File: src/hdl/tkms_pkg.sv
package tkms_pkg;

    localparam int KEY_BITS      = 32;
    localparam int TAG_BITS      = 16;
    localparam int ENTRY_BITS    = KEY_BITS + TAG_BITS;
    localparam int MAX_ITEMS_DEF = 64;

    typedef struct packed {
        logic signed [KEY_BITS-1:0] key_value;
        logic        [TAG_BITS-1:0] tag_value;
        logic                       last_item;
    } tkms_in_t;

    typedef struct packed {
        logic signed [KEY_BITS-1:0] sorted_key;
        logic        [TAG_BITS-1:0] sorted_tag;
        logic                       end_of_run;
        logic                       overflowed;
    } tkms_out_t;

    typedef enum logic [3:0] {
        ST_COLLECT,
        ST_SORT_INIT,
        ST_PASS_CHECK,
        ST_RUN_SETUP,
        ST_MERGE_RD,
        ST_MERGE_WR,
        ST_EMIT_RD,
        ST_EMIT_LOAD,
        ST_EMIT_SHOW
    } tkms_state_t;

    typedef struct packed {
        logic load;
        logic sort_init;
        logic pass_end;
        logic run_setup;
        logic merge_read;
        logic merge_write;
        logic emit_init;
        logic emit_read;
        logic emit_load;
        logic emit_next;
    } tkms_cmd_t;

    typedef struct packed {
        logic in_last;
        logic sorted;
        logic run_none;
        logic merge_last;
        logic emit_last;
    } tkms_sts_t;

endpackage

File: src/hdl/tkms_ctrl.sv
module tkms_ctrl (
    input  logic                aclk,
    input  logic                aresetn,
    input  logic                s_valid,
    output logic                s_ready,
    output logic                m_valid,
    input  logic                m_ready,
    input  tkms_pkg::tkms_sts_t sts,
    output tkms_pkg::tkms_cmd_t cmd
);
    import tkms_pkg::*;

    tkms_state_t state_reg, state_next;

    always_ff @(posedge aclk) begin
        if (!aresetn) begin
            state_reg <= ST_COLLECT;
        end else begin
            state_reg <= state_next;
        end
    end

    always_comb begin
        state_next = state_reg;
        case (state_reg)
            ST_COLLECT: begin
                if (s_valid && sts.in_last) begin
                    state_next = ST_SORT_INIT;
                end
            end
            ST_SORT_INIT:  state_next = ST_PASS_CHECK;
            ST_PASS_CHECK: state_next = sts.sorted ? ST_EMIT_RD : ST_RUN_SETUP;
            ST_RUN_SETUP:  state_next = sts.run_none ? ST_PASS_CHECK : ST_MERGE_RD;
            ST_MERGE_RD:   state_next = ST_MERGE_WR;
            ST_MERGE_WR:   state_next = sts.merge_last ? ST_RUN_SETUP : ST_MERGE_RD;
            ST_EMIT_RD:    state_next = ST_EMIT_LOAD;
            ST_EMIT_LOAD:  state_next = ST_EMIT_SHOW;
            ST_EMIT_SHOW: begin
                if (m_ready) begin
                    state_next = sts.emit_last ? ST_COLLECT : ST_EMIT_RD;
                end
            end
            default:       state_next = ST_COLLECT;
        endcase
    end

    always_comb begin
        cmd     = '0;
        s_ready = 1'b0;
        m_valid = 1'b0;
        case (state_reg)
            ST_COLLECT: begin
                s_ready  = 1'b1;
                cmd.load = s_valid;
            end
            ST_SORT_INIT:  cmd.sort_init = 1'b1;
            ST_PASS_CHECK: cmd.emit_init = sts.sorted;
            ST_RUN_SETUP: begin
                cmd.pass_end  = sts.run_none;
                cmd.run_setup = !sts.run_none;
            end
            ST_MERGE_RD:   cmd.merge_read = 1'b1;
            ST_MERGE_WR:   cmd.merge_write = 1'b1;
            ST_EMIT_RD:    cmd.emit_read = 1'b1;
            ST_EMIT_LOAD:  cmd.emit_load = 1'b1;
            ST_EMIT_SHOW: begin
                m_valid       = 1'b1;
                cmd.emit_next = m_ready;
            end
            default: begin
                cmd = '0;
            end
        endcase
    end

endmodule

File: config.mk
export PLATFORM = sky130hd
export DESIGN_NAME = tkms_ctrl
export DESIGN_NICKNAME = d
export VERILOG_FILES = /design/src/hdl/tkms_pkg.sv /design/src/hdl/tkms_ctrl.sv
export SDC_FILE = /design/constraint.sdc
export NUM_CORES = 1
export LEC_CHECK = 0
export ABC_AREA = 1
export BUFFER_PORTS_ARGS = -buffer_cell sky130_fd_sc_hd__buf_2
export CORE_AREA = 2 2 39 41
export CTS_CLUSTER_SIZE = 24
export DETAILED_ROUTE_END_ITERATION = 6
export DIE_AREA = 0 0 41 43
export SYNTH_ARGS = -nofsm -noshare
export SYNTH_HDL_FRONTEND = slang
export SYNTH_SLANG_ARGS = --single-unit
File: constraint.sdc
create_clock -name aclk -period 1.4 [get_ports aclk]
set_input_delay 0.21 -clock aclk [delete_from_list [all_inputs] [get_ports aclk]]
set_output_delay 0.21 -clock aclk [all_outputs]
set_load 0.01 [all_outputs]
# Word level (Yosys, flattened, before mapping)
# Cells that the tools add are included.
# Widths: inputs -> output; s select.
[op_classes]
reduce_logical = 4
eq_ne = 10
n_mux = 18
[op_table]
columns = ["operator", "n"]
rows = [
  ["$pmux 4 s9", 1],
  ["$eq 4x3->1 const B", 4],
  ["$mux 3", 4],
  ["$mux 1", 10],
  ["$eq 4x2->1 const B", 2],
  ["$mux 4", 2],
  ["$eq 4x1->1 const B", 1],
  ["$eq 4x4->1 const B", 1],
  ["$logic_not 4->1", 1],
  ["$ne 2x2->1 const B", 2],
  ["$mux 2", 1],
  ["$reduce_and 2->1", 1],
  ["$logic_and 1x1->1", 1],
  ["$logic_not 1->1", 1],
]
[word_totals]
ff_bits = 4
output_inout_bits = 12
elab_cells = 33
input_bits = 9

# Depth between registers and ports, before layout
[depth]
ltp_word = 3
depth_mapped = 6
depth_no_buf = 6

# Worst setup path after synthesis
# No wires, ideal clock.
[synth_path]
kind = "flip-flop to output port"
startpoint = "register state_reg[0]"
endpoint = "output cmd[0] (netlist bit)"
path_slack_ns = 0.266
n_path_buf = 0
t_arrival_ns = 0.924
stages_incl_launch_ff = 4
cell_sequence = "dfxtp_1 -> nor2_2 -> nand2_1 -> nor3_1"
[synth_rtl]
columns = ["element", "line", "source"]
rows = [
  ["start, declared", "tkms_ctrl.sv:13", "tkms_state_t state_reg, state_next;"],
  ["start signal, assigned", "tkms_ctrl.sv:19", "state_reg <= state_next;"],
  ["end, declared", "tkms_ctrl.sv:9", "output tkms_pkg::tkms_cmd_t cmd"],
]

==> results.sh <==
export IMPL_yosys_cell_count_top_type="sky130_fd_sc_hd__inv_1"
export IMPL_totalNegativeSetupSlack_ns=0
export IMPL_max_stage_delay_ns=0.37
export IMPL_cts_htree_levels=1
export IMPL_gpl_final_weighted_congestion=0.7696
export IMPL_dpl_instance_area_um2=495.5
export IMPL_synthesized_flop_and_latch_total=4
export IMPL_slew_headroom_pct=88.29
export IMPL_clock_sinks=4
export IMPL_clock_insertion_delay_worst_skew_ns=0.23
export IMPL_timing_clock_skew_ns=0.001730
export IMPL_wl_cell_um=8.528
export IMPL_powerDensity_mw_per_mm2=701.9
export IMPL_finalSetupViolCount=0
export IMPL_ios=21
export IMPL_drv_slew=0
export IMPL_timing_reg2reg_setup_slack_ns=0.28
export IMPL_worst_setup_hold_path_clk_slew_ns=0.03
export IMPL_crit_path_launch_type="flop"
export IMPL_route_detailed_drc=0
export IMPL_yosysTopAreaCellShare_pct=21.33
export IMPL_synth_async_sr_flop_share_pct=0
export IMPL_cp_cell_instances="inv_2 > nor2_4 > inv_2 > nor3_1 > buf_2"
export IMPL_net_switching_component_of_the_power_uw=119.1
export IMPL_largest_reg_flops=4
export IMPL_place_detailed_hpwl_um=742.1
export IMPL_unrepaired_setup_endpoints_after_global_routing="true"
export IMPL_postSynthCellCount=65
export IMPL_netlist_top_cell_by_area="sky130_fd_sc_hd__dfxtp_1"
export IMPL_maxCapViolCount=0
export IMPL_avgSynthCellArea_um2=5.775
export IMPL_share_comb_of_total_power_pct=30.3
export IMPL_mappedNetlistNets=74
export IMPL_initial_utilization_pct=27.12
export IMPL_routed_via_count=457
export IMPL_port_buffers=20
export IMPL_drt_first_iter_violations=3
export IMPL_globalRouteTotalUtil_pct=11.53
export IMPL_layout_drive_gt1_share_pct=48.89
export IMPL_reg2regPathDepth=6
export IMPL_cts_buffers=3
export IMPL_cts_tree="built"
export IMPL_number_of_hold_violations_in_the_final_report=0
export IMPL_dieArea_mm2=0.001763
export IMPL_grt_antenna_before_repair=0
export IMPL_routed_wl_met2_um=462
export IMPL_sw_frac_of_total_pct=30.81
export IMPL_worst_setup_path_type="flop to primary output"
export IMPL_power_ir_vdd_worst_v=0.0003361
export IMPL_crit_top_cell="sky130_fd_sc_hd__inv_2"
export IMPL_met3_length_um=50
export IMPL_grt_pass1_vias=372
export IMPL_run_status="complete, no violations"
export IMPL_worstPathArrival_ns=1.14
export IMPL_drt_pre_antenna_iters=4
export IMPL_min_delay_path_class="primary input to flop"
export IMPL_routed_top_layer="met3"
export IMPL_period_minus_slack_ns=1.346
export IMPL_cts_max_path_buffers=2
export IMPL_post_route_period_util_pct=96.16
export IMPL_number_of_hold_buffers_added_after_cts=0
export IMPL_p_seq_share_pct=33.5
export IMPL_area_growth_pct=46.67
export IMPL_core_area_mm2=0.001384
export IMPL_antenna_left=0
export IMPL_die_w_um=41
export IMPL_viasPerCell=4.311
export IMPL_cpMaxStageDelayCell="sky130_fd_sc_hd__dfxtp_4"
export IMPL_critical_path_required_ns=1.19
export IMPL_leak_uw=0.0003742
export IMPL_grt_overflow_total=0
export IMPL_met1_length_um=391
export IMPL_synth_top_cells_by_area="sky130_fd_sc_hd__dfxtp_1 21%, sky130_fd_sc_hd__nand3_1 13%, sky130_fd_sc_hd__inv_1 12%"
export IMPL_clockPowerShare_pct=36.2
export IMPL_global_route_wire_length_before_repair_um=1366
export IMPL_transition_at_the_pin_with_the_smallest_max_transition_slack_ns=0.1750
export IMPL_setup_worst_path_end_class="primary output"
export IMPL_diodes=0
export IMPL_wl_um=904
export IMPL_total_number_of_nets_in_the_final_design=101
export IMPL_ys_types=16
export IMPL_mappedNetlistArea_um2=375.4
export IMPL_final_std_cell_area_no_fill_um2=550.5
export IMPL_seq_area_frac_synth_pct=21.33
export IMPL_floorplan_die_height_um=43
export IMPL_fmax_ghz=0.7428
export IMPL_cell_internal_power_dissipation_uw=267.4
export IMPL_synth_warnings=0
export IMPL_crit_fanout=4
export IMPL_finished_core_util_pct=39.78
export IMPL_pin_count_of_the_biggest_net_entering_global_routing=8
export IMPL_synth_flop_cell="sky130_fd_sc_hd__dfxtp_1"
export IMPL_holdPathStages=3
export IMPL_clock_root_cell="sky130_fd_sc_hd__clkbuf_4"
export IMPL_rows=14
export IMPL_nFillCells=163
export IMPL_number_of_synthesized_flops_with_an_enable_pin=0
export IMPL_post_synth_most_frequent_cells="12 x sky130_fd_sc_hd__inv_1, 10 x sky130_fd_sc_hd__nand2_1, 10 x sky130_fd_sc_hd__nand3_1, 8 x sky130_fd_sc_hd__nor2_1, 6 x sky130_fd_sc_hd__inv_2"
[layout by cell type (no fill, tap or decap)]
cell / n
sky130_fd_sc_hd__a21oi_1: 1
sky130_fd_sc_hd__and3_2: 1
sky130_fd_sc_hd__buf_2: 20
sky130_fd_sc_hd__buf_4: 2
sky130_fd_sc_hd__clkbuf_4: 3
sky130_fd_sc_hd__dfxtp_2: 3
sky130_fd_sc_hd__dfxtp_4: 1
sky130_fd_sc_hd__inv_1: 12
sky130_fd_sc_hd__inv_2: 6
sky130_fd_sc_hd__nand2_1: 10
sky130_fd_sc_hd__nand2_2: 1
sky130_fd_sc_hd__nand3_1: 10
sky130_fd_sc_hd__nand3_2: 1
sky130_fd_sc_hd__nor2_1: 8
sky130_fd_sc_hd__nor2_2: 1
sky130_fd_sc_hd__nor2_4: 4
sky130_fd_sc_hd__nor3_1: 2
sky130_fd_sc_hd__nor3_2: 1
sky130_fd_sc_hd__o21ai_1: 1
sky130_fd_sc_hd__o21bai_1: 2
[repair_timing]
action                     in CTS  in global routing
setup endpoints to repair       8                 11
buffers inserted                0                  2
gates resized for setup         3                  4
pin swaps                       0                  3
gates cloned                    0                  0
[worst paths after layout]
kind	to	from
max	cmd[4]	state_reg[2]
min	state_reg[2]	aresetn
max reg2reg	state_reg[1]	state_reg[1]
min reg2reg	state_reg[3]	state_reg[2]
[area by class of cell]
| class | instances | area (um^2) | area share (%) |
|---|---|---|---|
| multi-input cells | 43 | 237.7 | 43.18 |
| repair buffers | 22 | 115.1 | 20.91 |
| flip-flops and latches | 4 | 87.58 | 15.91 |
| inverters | 18 | 67.56 | 12.27 |
| clock buffers | 3 | 22.52 | 4.091 |
| well taps | 16 | 20.02 | 3.636 |
[power groups by stage]
stage / logic, uW / registers, uW / clock network (uW)
2_1_floorplan: 72.6 / 128 / 0
3_3_place_gp: 108 / 130 / 0
3_5_place_dp: 108 / 130 / 0
4_1_cts: 111 / 130 / 150
5_1_grt: 132 / 130 / 154
6_report: 117 / 130 / 140
[worst max-delay path, delay by kind of cell (launching register included)]
kind / cells / cell delay, ns
buf+inv: 3 / 0.26
simple gates: 2 / 0.27
flops: 1 / 0.37
[per-stage QoR]
stage | hold slack, ns | std cells | setup slack, ns | total power [uW]
finish | 0.2565 | 106 | 0.05380 | 386.4
global route | 0.2775 | 106 | -0.01108 | 416.6
CTS | 0.2501 | 104 | 0.005226 | 390.7
detailed placement | 0.4934 | 101 | 0.1861 | 237.5
global placement | 0.4920 | 101 | 0.1925 | 238.1
floorplan | 0.3823 | 65 | 0.2659 | 201.0
[layer usage]
layer	vias up	track usage [%]
li1	250	-
met1	198	13.78
met2	9	16.88
met3	0	1.571
met4	0	10.00
met5	-	0
[logic make-up (layout without fill, tap and decap cells)]
kind of cell	Yosys count	after routing	share of synthesized area, %
AOI/OAI and AO/OA	4	4	6.663
DFF	4	4	21.33
buffers and inverters	18	43	18.00
and+or+nand+nor	39	39	54.00
No activity file was read; power rests on OpenSTA's default activity.
